`config.mk`:
```
export PLATFORM = sky130hd
export DESIGN_NAME = valve_open_sequencer_flat
export DESIGN_NICKNAME = d
export VERILOG_FILES = /design/src/design/vos_pkg.sv /design/src/design/vos_in_if.sv /design/src/design/vos_out_if.sv /design/src/design/valve_open_sequencer.sv /design/src/flat_wrapper.sv
export SDC_FILE = /design/constraint.sdc
export NUM_CORES = 1
export LEC_CHECK = 0
export BUFFER_PORTS_ARGS = -buffer_cell sky130_fd_sc_hd__buf_2
export CAP_MARGIN = 20
export CORE_MARGIN = 5
export CORE_UTILIZATION = 55
export DETAILED_ROUTE_END_ITERATION = 7
export PLACE_DENSITY = 0.79
export REMOVE_ABC_BUFFERS = 1
export SYNTH_ARGS = -nofsm -noshare
export SYNTH_HDL_FRONTEND = slang
export SYNTH_SLANG_ARGS = --single-unit
```
`constraint.sdc`:
```
create_clock -name clk_i -period 9.94 [get_ports clk_i]
set_input_delay 0.994 -clock clk_i [delete_from_list [all_inputs] [get_ports clk_i]]
set_output_delay 0.994 -clock clk_i [all_outputs]
set_load 0.01 [all_outputs]
```
`src/design/vos_pkg.sv`:
```
// Package: sizes, payload types and register indexes of the valve open sequencer.
`default_nettype none
package vos_pkg;

  localparam int NUM_CIRCUITS = 8;

  // Circuit index and circuit count widths
  localparam int IDX_W = (NUM_CIRCUITS > 1) ? $clog2(NUM_CIRCUITS) : 1;
  localparam int CNT_W = $clog2(NUM_CIRCUITS + 1);

  // Per-circuit masks on the ports are fixed at eight bits
  localparam int MASK_W = 8;
  localparam int USED_W = (NUM_CIRCUITS < MASK_W) ? NUM_CIRCUITS : MASK_W;

  localparam int CFG_IDX_W  = 2;
  localparam int CFG_DATA_W = 32;

  typedef enum logic [CFG_IDX_W-1:0] {
    REG_ACTIVE_CIRCUITS = 2'd0,
    REG_MAX_OPENING     = 2'd1,
    REG_OPEN_TIME_MS    = 2'd2,
    REG_INVERT_MASK     = 2'd3
  } cfg_reg_e;

  localparam logic [3:0]        ACTIVE_RST    = 4'd8;
  localparam logic [3:0]        MAX_OPEN_RST  = 4'd1;
  localparam logic [31:0]       OPEN_TIME_RST = 32'd30000;
  localparam logic [MASK_W-1:0] INVERT_RST    = '0;

endpackage
`default_nettype wire

```
`src/design/vos_in_if.sv`:
```
// Interface: scan tick channel (valid, ready, time, link flag, request mask).
`default_nettype none
interface vos_in_if import vos_pkg::*; ();
  logic              valid;
  logic              ready;
  logic [31:0]       now_ms;
  logic              link_up;
  logic [MASK_W-1:0] request_mask;

  modport source (output valid, output now_ms, output link_up, output request_mask,
                  input ready);
  modport sink   (input valid, input now_ms, input link_up, input request_mask,
                  output ready);
endinterface
`default_nettype wire

```
`src/design/vos_out_if.sv`:
```
// Interface: result channel (valid, ready, drive/open/moving masks, any-open flag).
`default_nettype none
interface vos_out_if import vos_pkg::*; ();
  logic              valid;
  logic              ready;
  logic [MASK_W-1:0] drive_mask;
  logic [MASK_W-1:0] open_mask;
  logic [MASK_W-1:0] moving_mask;
  logic              any_open;

  modport source (output valid, output drive_mask, output open_mask, output moving_mask,
                  output any_open, input ready);
  modport sink   (input valid, input drive_mask, input open_mask, input moving_mask,
                  input any_open, output ready);
endinterface
`default_nettype wire

```
`src/design/valve_open_sequencer.sv`:
```
// Top level: valve open sequencer, one circuit visited per cycle through a shared timer check.
//
//  channel   dir   handshake          payload
//  in_i      in    valid/ready        now_ms[31:0], link_up, request_mask[7:0]
//  out_o     out   valid/ready        drive_mask[7:0], open_mask[7:0], moving_mask[7:0],
//                                     any_open
//  cfg       in    cfg_we_i           cfg_idx_i[1:0], cfg_data_i[31:0]
//
// A tick runs in steps, n = min(active_circuits, NUM_CIRCUITS): it is taken in, each
// active circuit in turn goes through the shared elapsed-time subtract and compare, and
// the result register is loaded. Ready is high only between ticks; a finished result that
// is not taken holds the sequencer in its last step. Reset clears all circuit flags and
// loads the register defaults.
`default_nettype none
module valve_open_sequencer import vos_pkg::*; (
  input  wire logic                  clk_i,
  input  wire logic                  rst_ni,
  input  wire logic                  cfg_we_i,
  input  wire logic [CFG_IDX_W-1:0]  cfg_idx_i,
  input  wire logic [CFG_DATA_W-1:0] cfg_data_i,
  vos_in_if.sink                     in_i,
  vos_out_if.source                  out_o
);

  typedef enum logic [2:0] {
    ST_IDLE  = 3'b001,
    ST_VISIT = 3'b010,
    ST_DONE  = 3'b100
  } state_e;

  state_e state_q, state_d;

  // Configuration
  logic [3:0]        active_q;
  logic [3:0]        max_open_q;
  logic [31:0]       open_time_q;
  logic [MASK_W-1:0] invert_q;

  // Circuit state
  logic [NUM_CIRCUITS-1:0] is_open_q, is_open_d;
  logic [NUM_CIRCUITS-1:0] opening_q, opening_d;
  logic [NUM_CIRCUITS-1:0] drive_q, drive_d;
  logic [31:0]             start_q [NUM_CIRCUITS];

  // Tick context
  logic [31:0]       now_q;
  logic              link_q;
  logic [MASK_W-1:0] req_q;
  logic [CNT_W-1:0]  num_q, num_d;
  logic [CNT_W-1:0]  idx_q, idx_d;
  logic [CNT_W-1:0]  cnt_q, cnt_d;

  // Result register
  logic              out_valid_q;
  logic [MASK_W-1:0] drive_out_q, open_out_q, moving_out_q;
  logic              any_out_q;

  logic              in_xfer;
  logic              out_free;
  logic [IDX_W-1:0]  k;
  logic [31:0]       elapsed;
  logic              timed_out;
  logic              open_a, opening_a;
  logic [CNT_W-1:0]  cnt_a;
  logic              want, inv;
  logic              start_now;
  logic [NUM_CIRCUITS-1:0] active_vec;
  logic [MASK_W-1:0] drive_m, open_m, moving_m;
  logic              any_m;
  logic [CNT_W-1:0]  pop;

  assign in_xfer  = in_i.valid && in_i.ready;
  assign out_free = !out_valid_q || out_o.ready;
  assign in_i.ready = (state_q == ST_IDLE);

  // Clamp the circuit count to the number built
  always_comb begin
    if (32'(in_xfer ? active_q : active_q) > 32'(NUM_CIRCUITS)) begin
      num_d = CNT_W'(NUM_CIRCUITS);
    end else begin
      num_d = CNT_W'(active_q);
    end
  end

  // Circuits in use and opening count at tick start
  always_comb begin
    pop = '0;
    for (int j = 0; j < NUM_CIRCUITS; j++) begin
      active_vec[j] = (32'(j) < 32'(num_q));
    end
    for (int j = 0; j < NUM_CIRCUITS; j++) begin
      if ((32'(j) < 32'(num_d)) && opening_q[j]) begin
        pop = pop + CNT_W'(1);
      end
    end
  end

  // Shared unit: elapsed time with wrap, compared against the open time
  assign k         = idx_q[IDX_W-1:0];
  assign elapsed   = now_q - start_q[k];
  assign timed_out = opening_q[k] && (elapsed > open_time_q);

  assign open_a    = is_open_q[k] || timed_out;
  assign opening_a = opening_q[k] && !timed_out;
  assign cnt_a     = cnt_q - CNT_W'(timed_out);

  assign want = (32'(idx_q) < 32'(MASK_W)) ? req_q[3'(idx_q)] : 1'b0;
  assign inv  = (32'(idx_q) < 32'(MASK_W)) ? invert_q[3'(idx_q)] : 1'b0;

  assign start_now = (state_q == ST_VISIT) && link_q && want && !open_a && !opening_a &&
                     (32'(cnt_a) < 32'(max_open_q));

  always_comb begin
    state_d   = state_q;
    idx_d     = idx_q;
    cnt_d     = cnt_q;
    is_open_d = is_open_q;
    opening_d = opening_q;
    drive_d   = drive_q;
    case (state_q)
      ST_IDLE: begin
        if (in_xfer) begin
          idx_d = '0;
          cnt_d = pop;
          state_d = (num_d == '0) ? ST_DONE : ST_VISIT;
        end
      end
      ST_VISIT: begin
        is_open_d[k] = open_a;
        opening_d[k] = opening_a;
        cnt_d        = cnt_a;
        if (link_q) begin
          if (!want && (open_a || opening_a)) begin
            // close at once, relay back to idle level
            is_open_d[k] = 1'b0;
            opening_d[k] = 1'b0;
            drive_d[k]   = inv;
            cnt_d        = cnt_a - CNT_W'(opening_a);
          end else if (start_now) begin
            opening_d[k] = 1'b1;
            drive_d[k]   = !inv;
            cnt_d        = cnt_a + CNT_W'(1);
          end
        end
        idx_d = idx_q + CNT_W'(1);
        if (idx_d == num_q) begin
          state_d = ST_DONE;
        end
      end
      ST_DONE: begin
        if (out_free) begin
          state_d = ST_IDLE;
        end
      end
      default: begin
        state_d = ST_IDLE;
      end
    endcase
  end

  // Result masks from the final circuit state
  always_comb begin
    drive_m  = '0;
    open_m   = '0;
    moving_m = '0;
    any_m    = |(is_open_q & active_vec);
    for (int j = 0; j < USED_W; j++) begin
      drive_m[j]  = drive_q[j] && active_vec[j];
      open_m[j]   = is_open_q[j] && active_vec[j];
      moving_m[j] = opening_q[j] && active_vec[j];
    end
  end

  always_ff @(posedge clk_i or negedge rst_ni) begin
    if (!rst_ni) begin
      state_q     <= ST_IDLE;
      active_q    <= ACTIVE_RST;
      max_open_q  <= MAX_OPEN_RST;
      open_time_q <= OPEN_TIME_RST;
      invert_q    <= INVERT_RST;
      is_open_q   <= '0;
      opening_q   <= '0;
      drive_q     <= '0;
      idx_q       <= '0;
      cnt_q       <= '0;
      num_q       <= '0;
      out_valid_q <= 1'b0;
    end else begin
      state_q   <= state_d;
      is_open_q <= is_open_d;
      opening_q <= opening_d;
      drive_q   <= drive_d;
      idx_q     <= idx_d;
      cnt_q     <= cnt_d;
      if (in_xfer) begin
        num_q <= num_d;
      end
      if (cfg_we_i) begin
        case (cfg_idx_i)
          REG_ACTIVE_CIRCUITS: active_q    <= cfg_data_i[3:0];
          REG_MAX_OPENING:     max_open_q  <= cfg_data_i[3:0];
          REG_OPEN_TIME_MS:    open_time_q <= cfg_data_i;
          REG_INVERT_MASK:     invert_q    <= cfg_data_i[MASK_W-1:0];
          default: ;
        endcase
      end
      if ((state_q == ST_DONE) && out_free) begin
        out_valid_q <= 1'b1;
      end else if (out_o.ready) begin
        out_valid_q <= 1'b0;
      end
    end
  end

  // Payload registers
  always_ff @(posedge clk_i) begin
    if (in_xfer) begin
      now_q  <= in_i.now_ms;
      link_q <= in_i.link_up;
      req_q  <= in_i.request_mask;
    end
    if (start_now) begin
      start_q[k] <= now_q;
    end
    if ((state_q == ST_DONE) && out_free) begin
      drive_out_q  <= drive_m;
      open_out_q   <= open_m;
      moving_out_q <= moving_m;
      any_out_q    <= any_m;
    end
  end

  assign out_o.valid       = out_valid_q;
  assign out_o.drive_mask  = drive_out_q;
  assign out_o.open_mask   = open_out_q;
  assign out_o.moving_mask = moving_out_q;
  assign out_o.any_open    = any_out_q;

endmodule
`default_nettype wire
```
`src/flat_wrapper.sv`:
```
// flat-port wrapper written by rule: the top's interface ports become plain ports
module valve_open_sequencer_flat import vos_pkg::*;
  (clk_i, rst_ni, cfg_we_i, cfg_idx_i, cfg_data_i, in_i_valid, in_i_now_ms, in_i_link_up, in_i_request_mask, in_i_ready, out_o_valid, out_o_drive_mask, out_o_open_mask, out_o_moving_mask, out_o_any_open, out_o_ready);
  vos_in_if in_i_i ();
  vos_out_if out_o_i ();
  input  wire logic clk_i;
  input  wire logic rst_ni;
  input  wire logic cfg_we_i;
  input  wire logic [CFG_IDX_W-1:0] cfg_idx_i;
  input  wire logic [CFG_DATA_W-1:0] cfg_data_i;
  input wire logic [$bits(in_i_i.valid)-1:0] in_i_valid;
  input wire logic [$bits(in_i_i.now_ms)-1:0] in_i_now_ms;
  input wire logic [$bits(in_i_i.link_up)-1:0] in_i_link_up;
  input wire logic [$bits(in_i_i.request_mask)-1:0] in_i_request_mask;
  output wire logic [$bits(in_i_i.ready)-1:0] in_i_ready;
  output wire logic [$bits(out_o_i.valid)-1:0] out_o_valid;
  output wire logic [$bits(out_o_i.drive_mask)-1:0] out_o_drive_mask;
  output wire logic [$bits(out_o_i.open_mask)-1:0] out_o_open_mask;
  output wire logic [$bits(out_o_i.moving_mask)-1:0] out_o_moving_mask;
  output wire logic [$bits(out_o_i.any_open)-1:0] out_o_any_open;
  input wire logic [$bits(out_o_i.ready)-1:0] out_o_ready;
  assign in_i_i.valid = in_i_valid;
  assign in_i_i.now_ms = in_i_now_ms;
  assign in_i_i.link_up = in_i_link_up;
  assign in_i_i.request_mask = in_i_request_mask;
  assign in_i_ready = in_i_i.ready;
  assign out_o_valid = out_o_i.valid;
  assign out_o_drive_mask = out_o_i.drive_mask;
  assign out_o_open_mask = out_o_i.open_mask;
  assign out_o_moving_mask = out_o_i.moving_mask;
  assign out_o_any_open = out_o_i.any_open;
  assign out_o_i.ready = out_o_ready;
  valve_open_sequencer u_core (.clk_i(clk_i), .rst_ni(rst_ni), .cfg_we_i(cfg_we_i), .cfg_idx_i(cfg_idx_i), .cfg_data_i(cfg_data_i), .in_i(in_i_i), .out_o(out_o_i));
endmodule
```
Yosys cells after proc, flatten, opt, wreduce, memory -nomap -nowiden
Memories as Yosys holds them, arrays and structs flattened.
Cells that the tools add are included.
- RAM bits: 256
- output and inout bits: 27
- bits of input ports: 80
- flip-flop bits (word level): 154
- word-level logic and storage cells: 182
- memories: 1
- memory list (memory ; depth ; bits a word ; read ports ; clocked after memory_dff ; wr ports ; RTL line ; text):
    u_core.start_q ; 8 ; 32 ; 1 ; 0 ; 1 ; valve_open_sequencer.sv:43 ; logic [31:0] start_q [NUM_CIRCUITS];
- eq/ne operators: 10
- $add $sub $neg: 12
- order comparisons: 22
- bitwise gates (word level): 5
- multiplexer cells: 48
- reductions and logical operators: 65
- operator list (kind ; count):
    2-to-1 mux 8 bit ; 7
    2-to-1 mux 4 bit ; 13
    logical AND 1 bit ; 43
    adder 4 x 1 -> 4 bit (second input constant) ; 8
    bitwise mux 8 bit ; 4
    > comparator 32 bit ; 1
    < comparator 3 x 4 -> 1 bit (first input constant) ; 8
    subtractor 32 bit ; 1
    bitwise AND 8 bit ; 3
    < comparator 1 x 4 -> 1 bit (first input constant) ; 4
    < comparator 2 x 4 -> 1 bit (first input constant) ; 4
    one-hot mux 4 bit (2 select lines) ; 2
    binary-select mux 1 bit (select 3 bit) ; 4
    2-to-1 mux 1 bit ; 12
    2-to-1 mux 3 bit ; 4
    AND reduction 2 bit ; 5
    one-hot mux 3 bit (3 select lines) ; 1
    inverter 8 bit ; 1
    OR 8 bit ; 1
    OR reduction 8 bit ; 1
    subtractor 4 x 1 -> 4 bit ; 2
    logical NOT 1 bit ; 6
    AND reduction 3 bit ; 2
    nonzero test 2 bit ; 3
    18 further kinds ; 22

Depth between registers and ports, before layout
Gate-level depths: netlist (run 1).
- depth in word-level cells: 21
- depth in mapped cells: 41
- gate-level depth less buffers: 36

Least setup slack after synthesis (run 1)
Ideal clock, no wire load.
- path kind: flip-flop to flip-flop
- start: register u_core.idx_q[1]
- end: memory u_core.start_q[5][0], enable pin
- slack: -0.298 ns
- buffers on the path: 5
- setup time: 0.461 ns
- required time: 9.479 ns
- arrival time: 9.777 ns
- cell stages (with the launch flop): 36
- period minus slack after synthesis: 10.238 ns
- path through: dfrtp_1 > buf_2 > inv_1 > clkbuf_1 > nor3_1 > clkbuf_1 > a22oi_1 > and4_1 > ha_1 > a2111oi_0 > nand2_1 > nor3_1 > o21ai_1 > a21oi_1 > o21ai_0 > a221oi_1 > nor3_1 > a311o_1 > ha_1 > nand4_1 > nor4_1 > nand3_1 > a22oi_1 > a21oi_1 > ha_1 > ha_1 > inv_1 > ha_1 > a21boi_1 > o21a_1 > o21ai_0 > nand4b_1 > or4_4 > buf_6 > clkbuf_1 > nor3_1
- word-level cells in the longest chain between the ends: 11
- elaborated cells between the ends (all ways): 25
- classes of those cells: add/sub (2); order compare (3); mux (9); reduce/logical (10); memory (1)
- ends and longest elaborated chain (item ; RTL line ; text):
    start: declaration ; valve_open_sequencer.sv:50 ; logic [CNT_W-1:0] idx_q, idx_d;
    start signal: assignment ; valve_open_sequencer.sv:193 ; idx_q <= idx_d;
    parallel branches: the longest is 11 deep, another holds memory read (8 x 32 bit) ; n/a ;
    end: declaration ; valve_open_sequencer.sv:43 ;
Several ways; the timed one is not identified. The select of a mux whose other input is x is not followed.

Final worst setup path (run 1)
- start: register u_core.idx_q[1]
- end: register u_core.cnt_q[3]
- word-level cells in the longest chain between the ends: 13
- elaborated cells between the ends (all ways): 32
- classes of those cells: add/sub (4); order compare (3); mux (11); reduce/logical (13); memory (1)
- ends and longest elaborated chain (item ; RTL line ; text):
    parallel branches: the longest is 11 deep, another holds memory read (8 x 32 bit) ; n/a ;
    2-to-1 mux 4 bit * ; valve_open_sequencer.sv:132 ; if (link_q) begin
    one-hot mux 4 bit (2 select lines) * ; valve_open_sequencer.sv:120 ; case (state_q)
    end signal: assignment ; valve_open_sequencer.sv:194 ; cnt_q <= cnt_d;
    end: declaration ; valve_open_sequencer.sv:51 ; logic [CNT_W-1:0] cnt_q, cnt_d;
Mark *: on every way between the ends. The select of a mux whose other input is x is not followed.
A chain may end at the register's enable or synchronous reset.

==> reports/results.txt, run 1 <==
Status - finished, final reports clean
Design Power - 6.17 mW
Maximum VDD drop - 0.165 mV
Row count - 66
Skew-Pair Late Insertion Delay - 0.54 ns
Multi-input logic area - 6080 sq um
Drt drc - 0
Via/cell ratio - 6.12
Crit end category - flip-flop
Post-Syn Area - 18300 sq um
Warnings, synthesis - 0
Synth Area in Compound Gates - 0.123
Top sig layer - met4
Wire length on met3 - 3000 um
Area growth, synth to finish - 14.6%
Largest family of logic cells by synthesized area - compound AO/OA/AOI/OAI gates
Post-Route M1 WL - 17600 um
Tmin final - 9.34 ns
FF-to-FF Start - u_core.idx_q[1]
Count of different cell masters after synthesis - 70
WP data arrival - 9.72 ns
Max Cap Viol - 0
Slew HR - 0.517
Initial antenna violation count - 0
Placed instance area - 19600 sq um
Vias in the first global route - 12100
Register Area - 11900 sq um
CP dominant cell by count - ha_1
CP Launch Type - flip-flop
Nets - 1628
Final WL - 44100 um
Resize count post-CTS - 0
Seq pwr share - 0.357
Max Slew Vio Count - 0
WP buf/inv - 5
# setup viols final - 0
Boundary pin count - 107
Period Utilization, post-route - 0.939
Top cell family by delay on the critical path - compound AO/OA/AOI/OAI gates
Internal - 3.93 mW
Total congestion overflow - 0
Synth Area in XOR/XNOR - 0.0256
HP Class - in -> async
Slowest cell on crit path - or4_4
Clock-pin slew on the worst setup and hold paths - 0.06 ns
Routability cong. - 0.935
Largest area contributor in the netlist - edfxtp_1
PortBufs - 106
Top cells by area, synth - edfxtp_1 53%, dfrtp_1 11%, a22oi_1 5.4%, ha_1 5.4%, mux2_2 3.6%
Drt wl/cell - 22.7 um
First drt pass iteration count - 6
Syn Inst Count - 1333
Util after Layout - 0.642
Psw - 2.24 mW
Die area - 37100 sq um
Unrepaired setup endpoints after global routing - no
Root buf cell - clkbuf_16
F_max - 107 MHz
Worst-Margin Slew - 0.716 ns
Hold-fix buffers, CTS - 0
CP peak stage delay - 0.67 ns
Adder-cell share of the synthesized area - 0.0550
Static leakage - 7.78 nW
Diodes inserted - 0
Clk pwr share - 0.247
Synth Area in Simple Gates - 0.0797
H-Tree Level Count - 2
Maximum number of pins on one net before global-route repair - 51
Sw frac - 0.363
Crit Path Class - reg -> reg
Synth Flop Type - edfxtp_1
Fillers - 2353
Worst Path Required - 10.32 ns
Seq cells post-synth - 410
CTS tree - built
Core box area - 32700 sq um
CTS max path bufs - 3
Final Cell Area - 21000 sq um
Seq/Total Area, Yosys - 0.649
Slack of the critical path - 0.605 ns
# Post-CTS Setup Buffers - 0
Mean Syn Cell Area - 13.7 sq um
Crit Path Max Fanout - 16
Detailed-routed wire length on met2 - 22400 um
Worst Clk Skew - 0.0257 ns
First-pass GRT wire length - 68700 um
Initial Util - 0.560
Tot GR Track Use - 0.240
Die X - 193 um
Yosys top cell area share - 0.528
Critical path origin - u_core.idx_q[1]
FFs w/ async S/R, synth - 0.215
Mux share of post-synthesis cell area - 0.0432
Chip height - 193 um
Post-route ant nets - 0
Comb pwr share - 0.396
TritonCTS Sinks - 410
Hold slack - 0.463 ns
Final HPWL DP - 28900 um
Layout cells sized above 1 - 0.205
PD cells - 294 nW/um^2
EDFF count, synth - 322
Fin. Hold Viols - 0
Via count - 11900
Post-Place Setup Slack - 0.141 ns
DRT iter0 DRCs - 1182
Inserted Clock Buffers - 41
-- layout by cell type (no fill, tap or decap), types with 5 or more instances in the layout --
| cell type | instances |
|---|---|
| a21oi_1 | 55 |
| clkbuf_16 | 42 |
| nand2b_1 | 10 |
| a31oi_1 | 6 |
| mux2_2 | 59 |
| o21ai_1 | 6 |
| mux2i_1 | 7 |
| nor2b_1 | 19 |
| nand2_1 | 68 |
| edfxtp_1 | 322 |
| clkbuf_1 | 11 |
| inv_1 | 60 |
| o21ai_0 | 59 |
| a21o_1 | 16 |
| xor2_1 | 13 |
| dfstp_2 | 10 |
| dfrtp_1 | 76 |
| nand4_1 | 13 |
| buf_12 | 5 |
| o21a_1 | 10 |
| nor2_1 | 46 |
| nor3_1 | 7 |
| a22oi_1 | 132 |
| xnor2_1 | 38 |
| and2_1 | 15 |
| nand3_1 | 16 |
| clkinv_1 | 5 |
| and4_1 | 31 |
| buf_2 | 105 |
| nor4_1 | 5 |
| ha_1 | 79 |
| o211ai_1 | 9 |
| buf_4 | 35 |
| nor2_4 | 8 |
| clkinvlp_4 | 5 |
-- layout make-up --
cell class / instances / area share
sequential: 410 / 0.566
multi-input combinational: 807 / 0.290
clock buffer: 56 / 0.0540
timing repair buffer: 146 / 0.0430
tap: 442 / 0.0263
inverter: 62 / 0.0113
clock inverter: 19 / 0.00936
-- registers in the layout, indices dropped and copies added (netlist names) --
register / cells
u_core.active_q: 4
u_core.cnt_q: 4
u_core.drive_q: 8
u_core.idx_q: 4
u_core.invert_q: 8
u_core.is_open_q: 8
u_core.link_q: 1
u_core.max_open_q: 4
u_core.now_q: 32
u_core.num_q: 4
u_core.open_time_q: 32
u_core.opening_q: 8
u_core.out_o.any_open: 1
u_core.out_o.drive_mask: 8
u_core.out_o.moving_mask: 8
u_core.out_o.open_mask: 8
u_core.out_o.valid: 1
u_core.req_q: 8
u_core.start_q: 256
u_core.state_q: 3
-- synthesized netlist by cell type (all sizes together) (31+ instances only) --
library cell / number
mux2: 60
o21ai: 65
clkbuf: 43
inv: 61
edfxtp: 322
xnor2: 38
dfrtp: 78
a21oi: 58
a22oi: 133
nand2: 68
nor2: 55
and4: 31
ha: 79
-- kinds of logic (layout without fill, tap and decap cells) --
logic type / after synthesis / count (layout)
AO/OA/AOI/OAI: 336 / 336
XOR/XNOR: 52 / 52
adder cells (fa/ha/maj): 80 / 80
buffers and inverters: 116 / 283
flip-flops: 410 / 410
multiplexers: 69 / 69
AND/OR/NAND/NOR: 270 / 270
-- power by group through the flow --
| stage | Sequential (mW) | Clock (mW) | Combinational, mW |
|---|---|---|---|
| finish | 2.21 | 1.52 | 2.44 |
| CTS | 2.20 | 1.54 | 2.40 |
| global route | 2.22 | 1.62 | 2.71 |
| detailed placement | 2.24 | 0 | 2.38 |
| floorplan | 2.18 | 0 | 1.72 |
| global placement | 2.23 | 0 | 2.31 |
-- routing by layer --
metal | track usage | vias to the layer above
met5 | 0 | -
met4 | 0.0669 | 0
met3 | 0.0326 | 87
met2 | 0.419 | 499
met1 | 0.319 | 5917
li1 | - | 5390
-- worst register-to-register path, delay by kind of cell, from the launching register on --
kind / cells / cell delay [ns]
mux: 1 / 0.20
compound gates: 14 / 3.09
fa+ha+maj: 5 / 1.50
flops: 1 / 0.32
simple gates: 11 / 2.94
buf+inv: 5 / 1.15
-- stage by stage --
stage                     std cells  setup TNS (ns)
final                          1942               0
after floorplan                1279         -145.91
after global placement         1866               0
after CTS                      1942               0
after global routing           1942               0
after detailed placement       1867               0
-- path summary, 6_finish.rpt --
path / end / slack [ns] / depth (start not counted)
worst max-delay path: u_core.cnt_q[3] / 0.60 / 36
max in group asynchronous: u_core.idx_q[0] / 8.37 / 2
min in group clk_i: u_core.drive_q[2] / 0.49 / 1
worst min-delay path: u_core.active_q[1] / 0.46 / 1
worst max register to register: u_core.cnt_q[3] / 0.60 / 36
worst min register to register: u_core.drive_q[2] / 0.49 / 1
Power figures use the tool's default switching activity.
==> inputs of run 2 (changes only) <==
Settings changed: CELL_PAD_IN_SITES_DETAIL_PLACEMENT from default to 1, CELL_PAD_IN_SITES_GLOBAL_PLACEMENT from default to 2, CORE_UTILIZATION 55 to 39, PLACE_DENSITY 0.79 to 0.78.
==> run 2 against run 1 <==
Against the previous run:
- clock power up 18%
- register-to-register slack about the same
- sequential power about the same
- critical endpoint is now u_core.opening_q[1]
- largest cell class unchanged
==> reports/results.txt, run 2 (synthesis gave the netlist of run 1 again) <==
Status - finished, final reports clean
Maximum number of pins on one net before global-route repair - 67 (+31%)
Chip height - 227 um (+18%)
Tmin final - 9.33 ns (-0.00684 ns)
Crit Path Max Fanout - 33 (+17)
Vias in the first global route - 12500 (+3.4%)
Inserted Clock Buffers - 46 (+12%)
Area growth, synth to finish - 17.5%
Max reg flops - 256 (unchanged)
Via count - 11800 (-0.65%)
Comb pwr share - 0.390 (-0.006)
Clock-pin slew on the worst setup and hold paths - 0.06 ns (about the same)
Boundary pin count - 107 (unchanged)
CP peak stage delay - 0.57 ns (-0.10 ns)
Register Area - 11900 sq um (about the same)
Fin. Hold Viols - 0 (unchanged)
First drt pass iteration count - 6 (unchanged)
CTS max path bufs - 3 (unchanged)
Period Utilization, post-route - 0.938 (about the same)
Drt drc - 0 (unchanged)
# Post-CTS Setup Buffers - 0 (unchanged)
Max Slew Vio Count - 0 (unchanged)
HP Class - in -> async
CP Launch Type - flip-flop
DRT iter0 DRCs - 909 (-23%)
Worst-Margin Slew - 0.957 ns (+0.242 ns)
Drt wl/cell - 23.8 um (+4.9%)
Via/cell ratio - 5.57 (-9.1%)
Max Cap Viol - 0 (unchanged)
Largest Register - u_core.start_q
Root buf cell - clkbuf_16
F_max - 107 MHz (about the same)
PD cells - 305 nW/um^2 (+3.7%)
Worst Path Required - 10.46 ns (+0.14 ns)
Initial Util - 0.394 (-0.167)
Post-Place Setup Slack - 0.239 ns (+0.0983 ns)
TritonCTS Sinks - 410 (unchanged)
Hold-fix buffers, CTS - 0 (unchanged)
Layout cells sized above 1 - 0.212 (+0.00721)
Total congestion overflow - 0 (unchanged)
WP data arrival - 9.85 ns (+0.13 ns)
Commonest cells after routing, fill and taps aside - 322 x edfxtp_1, 132 x a22oi_1, 105 x buf_2, 79 x ha_1, 78 x dfrtp_1
DP Cell Count - 2036 (+9.1%)
Routability cong. - 0.859 (-8.1%)
Die X - 227 um (+18%)
Diodes inserted - 0 (unchanged)
Initial antenna violation count - 0 (unchanged)
Psw - 2.41 mW (+7.6%)
Slowest cell on crit path - or4_4
First-pass GRT wire length - 77300 um (+13%)
Crit end category - flip-flop
Nets - 1637 (+0.55%)
Internal - 4.15 mW (+5.6%)
Clk pwr share - 0.274 (+0.027)
# setup viols final - 0 (unchanged)
Slew HR - 0.362 (-0.155)
Row count - 79 (+20%)
PortBufs - 106 (unchanged)
Fillers - 4732 (+100%)
H-Tree Level Count - 2 (unchanged)
Die area - 51400 sq um (+39%)
Regs by FF count - u_core.start_q x256, u_core.now_q x32, u_core.open_time_q x32
Maximum VDD drop - 0.204 mV (+24%)
Skew-Pair Late Insertion Delay - 0.58 ns (+0.04 ns)
Crit Path Class - reg -> reg
Final HPWL DP - 33600 um (+16%)
Worst Clk Skew - 0.0241 ns (-0.00158 ns)
Final WL - 50500 um (+15%)
CTS tree - built
Commonest non-fill, non-tap cell in the layout - edfxtp_1
Core box area - 46600 sq um (+42%)
Slack of the critical path - 0.612 ns (+0.00684 ns)
Multi-input logic area - 6070 sq um (-0.23%)
Layout Cells excl Fill - 2122 (+9.3%)
Tot GR Track Use - 0.196 (-0.0442)
Sw frac - 0.368 (+0.00432)
Post-route ant nets - 0 (unchanged)
Seq pwr share - 0.336 (-0.021)
Setup TNS - 0 ns (unchanged)
Static leakage - 7.97 nW (+2.4%)
==> run 2: what timing repair did <==
item,CTS,global route
endpoints found under the setup margin,0,269
endpoints found under the hold margin,0,0
gates resized for setup,0,4
==> run 2: final timing paths <==
check	startpoint	to	slack, ns	cells past startpoint
max in group asynchronous	rst_ni	u_core.open_time_q[7]	8.33	2
worst min-delay path	rst_ni	u_core.open_time_q[21]	0.34	1
worst max-delay path	u_core.idx_q[1]	u_core.opening_q[1]	0.61	36
worst min register to register	u_core.drive_q[2]	u_core.drive_q[2]	0.49	1
min in group clk_i	u_core.drive_q[2]	u_core.drive_q[2]	0.49	1
worst max register to register	u_core.idx_q[1]	u_core.opening_q[1]	0.61	36
==> run 2: metal layers <==
layer | vias up | wire length [um] | global-route usage
li1 | 5418 | - | -
met1 | 6019 | 22900 | 0.280
met2 | 319 | 24000 | 0.320
met3 | 60 | 2830 | 0.0331
met4 | 0 | 804 | 0.0390
met5 | - | 0 | 0
==> run 2: power by group through the flow <==
stage | Clock, mW | Combinational, mW | Sequential (mW)
floorplan | 0 | 1.72 | 2.18
detailed placement | 0 | 2.54 | 2.24
CTS | 1.84 | 2.56 | 2.20
global placement | 0 | 2.47 | 2.23
finish | 1.80 | 2.56 | 2.21
global route | 1.91 | 2.85 | 2.22
==> run 2: through the flow <==
| stage | power, mW | utilization | hold WS, ns | area [sq um] |
|---|---|---|---|---|
| after CTS | 6.60 | 0.462 | 0.333 | 21500 |
| after detailed placement | 4.78 | 0.428 | 0.477 | 19900 |
| after floorplan | 3.90 | - | 0.450 | 18100 |
| after global routing | 6.99 | 0.462 | 0.348 | 21500 |
| after global placement | 4.70 | 0.428 | 0.467 | 19900 |
| final | 6.57 | 0.462 | 0.342 | 21500 |
==> run 2: critical path, delay by kind of cell, from the launching register on <==
kind                     cells  cell delay [ns]
adder cells (fa/ha/maj)      5             1.53
buffers and inverters        5             1.33
AO/OA/AOI/OAI               15             3.37
AND/OR/NAND/NOR             10             2.50
flip-flops                   1             0.35
XOR/XNOR                     1             0.16
==> run 2: final cells by class <==
cell class	instances	area share
sequential	410	0.552
multi-input combinational	807	0.282
clock buffer	58	0.0594
timing repair buffer	150	0.0453
tap	607	0.0353
clock inverter	28	0.0153
inverter	62	0.0108
